## src/rtl/core/itam_ram.sv

```systemverilog
// ----------------------------------------------------------------------------
// itam_ram
// Generic simple dual-port RAM, one write port, one registered read port.
// ----------------------------------------------------------------------------
module itam_ram #(
    parameter int WIDTH = 8,
    parameter int DEPTH = 16,
    parameter int AW    = (DEPTH > 1) ? $clog2(DEPTH) : 1
) (
    input  logic             i_clk,
    input  logic             i_we,
    input  logic [AW-1:0]    i_waddr,
    input  logic [WIDTH-1:0] i_wdata,
    input  logic             i_re,
    input  logic [AW-1:0]    i_raddr,
    output logic [WIDTH-1:0] o_rdata
);

    logic [WIDTH-1:0] r_mem [DEPTH];
    logic [WIDTH-1:0] r_rdata;

    always_ff @(posedge i_clk) begin
        if (i_we) begin
            r_mem[i_waddr] <= i_wdata;
        end
        if (i_re) begin
            r_rdata <= r_mem[i_raddr];
        end
    end

    assign o_rdata = r_rdata;

endmodule

```

## config.mk

```make
export PLATFORM = sky130hd
export DESIGN_NAME = itam_ram
export DESIGN_NICKNAME = d
export VERILOG_FILES = /design/src/rtl/core/itam_ram.sv
export SDC_FILE = /design/constraint.sdc
export NUM_CORES = 1
export LEC_CHECK = 0
export BUFFER_PORTS_ARGS = -buffer_cell sky130_fd_sc_hd__clkbuf_2
export CAP_MARGIN = 20
export CORE_MARGIN = 1.5
export CORE_UTILIZATION = 44
export CTS_BUF_LIST = sky130_fd_sc_hd__clkbuf_8
export DETAILED_ROUTE_END_ITERATION = 8
export PLACE_DENSITY = 0.64
export SYNTH_ARGS = -nofsm -noshare
export SYNTH_HDL_FRONTEND = slang
export SYNTH_SLANG_ARGS = --single-unit
```

## constraint.sdc

```tcl
create_clock -name i_clk -period 4.2 [get_ports i_clk]
set_clock_uncertainty 0.2 [all_clocks]
set_input_delay 0.84 -clock i_clk [delete_from_list [all_inputs] [get_ports i_clk]]
set_output_delay 0.84 -clock i_clk [all_outputs]
set_load 0.02 [all_outputs]
```

==> flow_summary.json <==
{
  "status": "finished, violations left",
  "violations": "DRC",
  "rr_startpoint": "r_mem[10][5]$_DFFE_PP_",
  "utilization_pct": 51.1,
  "drcViolationCount": 4,
  "min_period_ns": 2.44,
  "power_mw": 2.75,
  "cpMaxStageDelayCell": "mux4_1",
  "cts_tree": "yes",
  "path_buf_inv": 2,
  "antenna_found_initial": 0,
  "path_cells": "clkbuf_2 > buf_4 > mux4_1 > a22oi_1 > nand2_1",
  "hold_viol": 0,
  "powerDensity_nw_per_um2": 468,
  "synthTopCellsByArea": "edfxtp_1 (78%), mux4_2 (7.8%), mux4_1 (7.0%)",
  "critPathLaunchType": "input pin",
  "clkLatencyLatePin_ns": 0.43,
  "rows": 39,
  "holdCritPathClass": "reg -> reg",
  "tightest_slew_ns": 0.977,
  "wl_per_cell_um": 22.5,
  "dpl.hpwl_mm": 5.93,
  "core_area_um2": 11500,
  "leakagePower_nw": 1.95,
  "io_pins": 27,
  "htreeDepth": 4,
  "critPathKind": "in -> reg",
  "cp_max_fo": 32,
  "slew_headroom_pct": 34.6,
  "postCtsSetupBuffers": 0,
  "cts_made_buffers": 17,
  "drt_iter0_drc": 167,
  "fmax_mhz": 410,
  "wirelength_mm": 9.54,
  "grt_max_degree": 33,
  "area_growth_pct": 12.6,
  "postSynthAreaPerCell_um2": 22.8,
  "cp.required_ns": 4.17,
  "globalplace.congestion": 0.688,
  "muxShareOfSynthArea_pct": 14.8,
  "ys.warnings.count": 0,
  "cp-startpoint": "i_raddr[0]",
  "synth_simple_gate_area_share_pct": 3.14,
  "vias": 2360,
  "crit_family": "multiplexers",
  "drv_slew": 0,
  "die_width_um": 112,
  "cts_buffer_depth": 2,
  "antenna_left": 0,
  "cts.sinks": 136,
  "fin_cells": 425,
  "syn_area_um2": 5230,
  "drv_cap": 0,
  "gr-total-overflow": 0,
  "worst_path_largest_cell_delay_ns": 0.64,
  "die_h_um": 112,
  "grt_util_all_layers_pct": 16.6,
  "drive_above_1_share_pct": 26.6,
  "rsz0062_at_grt": "no",
  "vias_per_cell": 5.55,
  "synth_seq_cells": 136,
  "grt_pass1_wl_mm": 14.6,
  "post-route-period-util_pct": 58.1,
  "ys_types": 18,
  "synth-adder-area-share_pct": 0,
  "start_util_pct": 45.4,
  "grt_pass1_vias": 2495,
  "synthXorXnorAreaFrac_pct": 0,
  "vdd_drop_max_mv": 0.180,
  "yosysSeqAreaShare_pct": 78.1,
  "portBuffers": 26,
  "crit_path_end_kind": "register",
  "synth_area_leader_cell": "edfxtp_1",
  "synth_compound_area_share_pct": 2.30,
  "tns_ns": 0,
  "clkTransAtPathRegs_ns": 0.07,
  "cts_resized": 0,
  "syn_nets": 248,
  "nets": 288,
  "syn_inst": 229,
  "cts_root_buf": "clkbuf_8",
  "synth_top_family_by_area": "multiplexers",
  "setup_violations": 0,
  "worstHoldStart": "r_mem[8][3]$_DFFE_PP_",
  "synth_top_area_share_pct": 78.1,
  "die-area_um2": 12500,
  "drtPass1Iterations": 6,
  "postCtsHoldBufs": 0,
  "critPathArrivalTime_ns": 2.41,
  "dpl.cell_count": 393,
  "num_antenna_cells": 0
}
final timing paths:
kind	endpoint	slack (ns)	cells past startpoint
max	o_rdata[5]$_DFFE_PP_	1.76	5
min reg2reg	o_rdata[3]$_DFFE_PP_	0.56	3
max reg2reg	o_rdata[5]$_DFFE_PP_	2.52	3
min	o_rdata[3]$_DFFE_PP_	0.56	3
cell type report:
| type | count | area, um^2 |
|---|---|---|
| well taps | 143 | 179 |
| repair buffers | 31 | 168 |
| flip-flops and latches | 136 | 4080 |
| clock inverters | 15 | 166 |
| multi-input cells | 83 | 1060 |
| clock buffers | 17 | 234 |
| fillers | 924 | 5630 |
layout by cell type (no fill, tap or decap):
master     synthesis  final
edfxtp_1         136    136
clkbuf_2           0     26
mux4_2            18     18
clkbuf_8           0     17
a22oi_1           16     16
mux4_1            14     14
nor2_1            13     13
nand2_1            9      9
clkinv_1           0      5
buf_4              1      5
nor3_1             4      4
clkinv_2           0      4
bufinv_16          0      4
nand3b_1           2      2
nand2b_1           2      2
inv_1              0      2
nor2b_1            1      1
and2_1             1      1
and2b_1            1      1
nand3_1            1      1
or3b_2             1      1
worst register-to-register path: stages (launching register included):
cell,delay [ns]
edfxtp_1,0.37
mux4_1,0.50
a22oi_1,0.27
nand2_1,0.08
metrics by stage:
step	instance area, um^2	worst slack (ns)	hold WS [ns]
2_1_floorplan	5230	1.67	0.505
3_3_place_gp	5490	1.26	0.534
3_5_place_dp	5490	1.26	0.552
4_1_cts	5890	1.73	0.568
5_1_grt	5890	1.70	0.587
6_report	5890	1.76	0.562
sequential cells by signal, indices dropped and copies added (netlist names):
name / cells
o_rdata: 8
r_mem: 128
report_power, final:
group	leakage [nW]	switching, mW	total [mW]	internal [mW]
combinational	0.504	0.0831	0.137	0.0538
sequential	1.24	0.00837	1.54	1.53
clock	0.213	0.453	1.08	0.627
cell families after synthesis:
family                 count (synthesis)
and+or+nand+nor                       35
AOI/OAI and AO/OA                     16
muxes                                 32
DFF                                  136
buffers and inverters                 10
cell usage after synthesis, drive strengths merged:
master / instances
a22oi: 16
and2: 1
and2b: 1
buf: 7
clkdlybuf4s25: 3
edfxtp: 136
mux4: 32
nand2: 9
nand2b: 2
nand3: 1
nand3b: 2
nor2: 13
nor2b: 1
nor3: 4
or3b: 1
layer usage:
| metal | wire [um] | part of all wire [%] | track usage (%) |
|---|---|---|---|
| met1 | 3910 | 41 | 21.1 |
| met2 | 4820 | 51 | 27.0 |
| met3 | 670 | 7.0 | 5.77 |
| met4 | 138 | 1.4 | 5.82 |
| met5 | 0 | 0 | 0 |
Note: power is estimated with default switching activity, not from simulation.
