--- config.mk ---
export PLATFORM = sky130hd
export DESIGN_NAME = itam_keycmp
export DESIGN_NICKNAME = d
export VERILOG_FILES = /design/src/rtl/core/itam_pkg.sv /design/src/rtl/core/itam_keycmp.sv
export SDC_FILE = /design/constraint.sdc
export NUM_CORES = 1
export LEC_CHECK = 0
export BUFFER_PORTS_ARGS = -buffer_cell sky130_fd_sc_hd__buf_2
export CORE_AREA = 2 2 100 102
export DETAILED_ROUTE_END_ITERATION = 10
export DIE_AREA = 0 0 102 104
export PLACE_DENSITY_LB_ADDON = 0.25
export SLEW_MARGIN = 10
export SYNTH_ARGS = -nofsm -noshare
export SYNTH_HDL_FRONTEND = slang
export SYNTH_SLANG_ARGS = --single-unit
--- constraint.sdc ---
create_clock -name vclk -period 3.99
set_input_delay 0.1995 -clock vclk [all_inputs]
set_output_delay 0.1995 -clock vclk [all_outputs]
set_load 0.005 [all_outputs]
--- src/rtl/core/itam_pkg.sv ---
// ----------------------------------------------------------------------------
// itam_pkg
// Types and constants shared by the ID-to-address multimatch table.
// ----------------------------------------------------------------------------
package itam_pkg;

    localparam int ITAM_TABLE_DEPTH  = 1024;
    localparam int ITAM_MATCH_LIMIT  = 4;
    localparam int ITAM_PREFIX_BYTES = 13;
    localparam int ITAM_EXACT_BYTES  = 15;
    localparam int ITAM_KEY_BYTES    = 16;

    typedef enum logic [1:0] {
        ACT_CLEAR        = 2'd0,
        ACT_INSERT       = 2'd1,
        ACT_LOOKUP_ALL   = 2'd2,
        ACT_LOOKUP_EXACT = 2'd3
    } t_itam_action;

    typedef enum logic [1:0] {
        STAT_DONE     = 2'd0,
        STAT_NO_MATCH = 2'd1,
        STAT_FULL     = 2'd2
    } t_itam_status;

    typedef enum logic [1:0] {
        ST_IDLE,
        ST_SCAN,
        ST_FINISH
    } t_itam_state;

    typedef struct packed {
        t_itam_action action;
        logic [63:0]  key_head;
        logic [63:0]  key_tail;
        logic [31:0]  entry_ip;
        logic [2:0]   max_matches;
    } t_itam_cmd;

    typedef struct packed {
        t_itam_status status;
        logic [31:0]  match_ip;
        logic [63:0]  match_key_head;
        logic [63:0]  match_key_tail;
        logic [2:0]   match_count;
        logic         last;
    } t_itam_result;

    typedef struct packed {
        logic [31:0] ip;
        logic [63:0] key_tail;
        logic [63:0] key_head;
    } t_itam_entry;

endpackage

--- src/rtl/core/itam_keycmp.sv ---
// ----------------------------------------------------------------------------
// itam_keycmp
// String-rule key compare: bytes agree up to a shared zero byte or a fixed
// length. Gives the prefix-length and exact-length verdicts.
// ----------------------------------------------------------------------------
module itam_keycmp
    import itam_pkg::*;
(
    input  logic [63:0] i_query_head,
    input  logic [63:0] i_query_tail,
    input  logic [63:0] i_entry_head,
    input  logic [63:0] i_entry_tail,
    output logic        o_prefix_ok,
    output logic        o_exact_ok
);

    logic [8*ITAM_KEY_BYTES-1:0] query;
    logic [8*ITAM_KEY_BYTES-1:0] entry;
    logic [ITAM_KEY_BYTES-1:0]   byte_eq;
    logic [ITAM_KEY_BYTES-1:0]   zero_seen;
    logic [ITAM_KEY_BYTES-1:0]   byte_ok;

    assign query = {i_query_tail, i_query_head};
    assign entry = {i_entry_tail, i_entry_head};

    always_comb begin
        for (int i = 0; i < ITAM_KEY_BYTES; i++) begin
            byte_eq[i] = (query[8*i +: 8] == entry[8*i +: 8]);
        end
        zero_seen[0] = 1'b0;
        for (int i = 1; i < ITAM_KEY_BYTES; i++) begin
            zero_seen[i] = zero_seen[i-1] |
                           (byte_eq[i-1] & (query[8*(i-1) +: 8] == 8'h00));
        end
        for (int i = 0; i < ITAM_KEY_BYTES; i++) begin
            byte_ok[i] = byte_eq[i] | zero_seen[i];
        end
    end

    assign o_prefix_ok = &byte_ok[ITAM_PREFIX_BYTES-1:0];
    assign o_exact_ok  = &byte_ok[ITAM_EXACT_BYTES-1:0];

endmodule

==> run metrics <==
run status=complete, no violations; initial antenna violation count=0; Post-Synthesis Mean Instance Area=7.57 um^2; clock buffer instance count of the final layout=0; routed metal-1 wirelength=2.63 mm; final estimated routing congestion in global placement=0.945; Port-buffer cells=242; cell area after technology mapping=1720 um^2; starting density of the core=0.180; total number of yosys warnings=0; number of top-level pins=258; classification of the worst setup path=input pin to primary output; combinational family with the most area after synthesis=XOR/XNOR gates; max_cap viols=0; data required time at the worst endpoint=3.79 ns; critical path fanouts, max=3; synthesized net count=483; cell leakage power=1.47 nW; sequential-to-total area share from yosys stat=0; cells resized by post-CTS repair=0; count of nets left with antenna violations after detail routing=0; highest layer used for signal routing=met4; FF+latch count=0; buffer count from post-CTS setup fixing=0; RSZ-0062 raised after global routing=false; overall overflow remaining after global route=0; Min-Delay Startpoint=i_query_tail[39]; final setup TNS=0 ns; signed area change from the synthesized netlist to the final layout=80.2%; mux cell area share after synthesis=0; worst hold path cell count=6; Post-Synth Adder-Cell Area=0; detailed placer's ending HPWL=6.93 mm; Routed WL=7.23 mm; Vias/cell=4.32; number of inserted diodes=0; core region area=9550 um^2; instance area at placement=3100 um^2; Hold Vio Cnt, Final=0; worst setup path startpoint=i_query_head[36]; slew at the pin closest to its max-slew limit=0.478 ns; power per cell area=86.8 nW/um^2; Final Max Slew Viols=0; met2 routed wirelength=3.82 mm; fraction of the mapped netlist area in simple logic gates=0.333; Design Area, Final=3100 um^2; number of cells produced by synthesis=227; Detail Route met3 WL=639 um; kind of start point of the critical path=input pin; Slew HR=0.678; first-pass GRT wire length=10.5 mm; Peak VDD IR=30.9 uV; CP arrival=1.94 ns; standard-cell rows=36; CP max-delay cell=sky130_fd_sc_hd__or4_1; maximum number of pins on one net before global-route repair=4; sort of element at the end of the critical path=primary output; Unique masters post-synth=21; DRC violation total after the first TritonRoute iteration=22; class of the worst hold path=input pin to primary output; total iterations of the first detailed-routing run=4; fraction of the mapped netlist area in compound gates=0.0554; number of failing setup endpoints in the final timing report=0; global-route usage over all layers=0.118; hold buffers post-CTS=0; XOR/XNOR Fraction of Synth Area=0.612; capture endpoint of the worst hold path=o_exact_ok; register cell area after layout=0 um^2; Final #Nets=727; final worst-path cycle share=0.537; maximum achievable frequency=0.467 GHz; routed vias=2600; minimum clock period=2.14 ns; height of the die=104 um; CP peak stage delay=0.54 ns; residual DRC count=0; proportion of layout cells with a drive suffix above 1=0.531; CP cell instances=buf_2 > or4_1 > nor2_2 > nor2_1 > a211oi_1 > o211ai_1 > a211oi_1 > buf_2; Die ar.=10600 um^2; average detailed-routed wire length per instance=12.0 um; Filler Cell Count=1094; Chip Width=102 um; number of global-route vias before repair=2604
cell usage in the layout, fill, tap and decap left out, types with 2 or more instances in the layout:
master,count
sky130_fd_sc_hd__nand3_1,7
sky130_fd_sc_hd__nor3_1,3
sky130_fd_sc_hd__nor4_1,40
sky130_fd_sc_hd__a211oi_1,4
sky130_fd_sc_hd__nand4_1,14
sky130_fd_sc_hd__nor4_2,2
sky130_fd_sc_hd__or4_1,8
sky130_fd_sc_hd__nand2_1,9
sky130_fd_sc_hd__a21oi_1,2
sky130_fd_sc_hd__xnor2_1,40
sky130_fd_sc_hd__or4_4,2
sky130_fd_sc_hd__buf_2,242
sky130_fd_sc_hd__nor2_1,5
sky130_fd_sc_hd__xor2_1,80
sky130_fd_sc_hd__o21ai_0,4
per-stage QoR:
step                cells  utilization  hold slack [ns]  power [mW]  worst slack, ns
floorplan             227            -            0.626       0.105             2.31
global placement      602        0.324            0.926       0.265             1.83
detailed placement    602        0.324            0.932       0.270             1.76
CTS                   602        0.324            0.935       0.272             1.75
global route          602        0.324            0.970       0.296             1.65
finish                602        0.324            0.910       0.269             1.85
per-layer routing:
metal	up-vias	GRT usage
met1	1115	0.119
met3	8	0.0108
met4	0	0.0229
met2	140	0.248
met5	-	0
li1	1337	-
kinds of logic (layout without fill, tap and decap cells):
| logic type | after synthesis | after routing |
|---|---|---|
| AO/OA/AOI/OAI | 14 | 14 |
| buffers and inverters | 0 | 242 |
| AND/OR/NAND/NOR | 93 | 93 |
| XOR/XNOR | 120 | 120 |
power by group:
| part | internal (mW) | switching, mW | leakage, nW |
|---|---|---|---|
| Clock | 0 | 0 | 0 |
| Sequential | 0 | 0 | 0 |
| Combinational | 0.153 | 0.116 | 1.47 |
| Total | 0.153 | 0.116 | 1.47 |
synth_stat cells:
cell,n,area (um^2)
sky130_fd_sc_hd__a2111o_1,1,11.3
sky130_fd_sc_hd__a21oi_1,2,10.0
sky130_fd_sc_hd__a211oi_1,4,30.0
sky130_fd_sc_hd__nor4_2,2,25.0
sky130_fd_sc_hd__nor4_1,40,250
sky130_fd_sc_hd__a21o_1,1,7.51
sky130_fd_sc_hd__a211o_1,1,8.76
sky130_fd_sc_hd__or4_1,8,60.1
sky130_fd_sc_hd__xnor2_1,40,350
sky130_fd_sc_hd__or4_4,2,22.5
sky130_fd_sc_hd__xor2_1,80,701
sky130_fd_sc_hd__o211ai_1,1,7.51
sky130_fd_sc_hd__nor3_1,3,15.0
sky130_fd_sc_hd__nor2_2,1,6.26
sky130_fd_sc_hd__o21ai_0,4,20.0
sky130_fd_sc_hd__nand2_2,1,6.26
sky130_fd_sc_hd__nor2_4,1,11.3
sky130_fd_sc_hd__nand2_1,9,33.8
sky130_fd_sc_hd__nand4_1,14,87.6
sky130_fd_sc_hd__nor2_1,5,18.8
sky130_fd_sc_hd__nand3_1,7,35.0
worst max path at each step:
stage	depth (start not counted)	endpoint	slack [ns]
after CTS	8	o_prefix_ok	1.75
after global routing	8	o_prefix_ok	1.65
final	8	o_prefix_ok	1.85
after global placement	8	o_prefix_ok	1.83
after detailed placement	8	o_prefix_ok	1.76
after floorplan	6	o_exact_ok	2.31
worst max-delay path, delay by kind of cell:
| family | cells | cell delay (ns) |
|---|---|---|
| simple gates | 3 | 0.77 |
| compound gates | 3 | 0.70 |
| buf+inv | 2 | 0.27 |
cell type report:
cell class	instances	area (um^2)	share of cell area
multi-input cells	227	1720	0.555
well taps	133	166	0.0538
repair buffers	242	1210	0.391
Note: power is estimated with default switching activity, not from simulation.
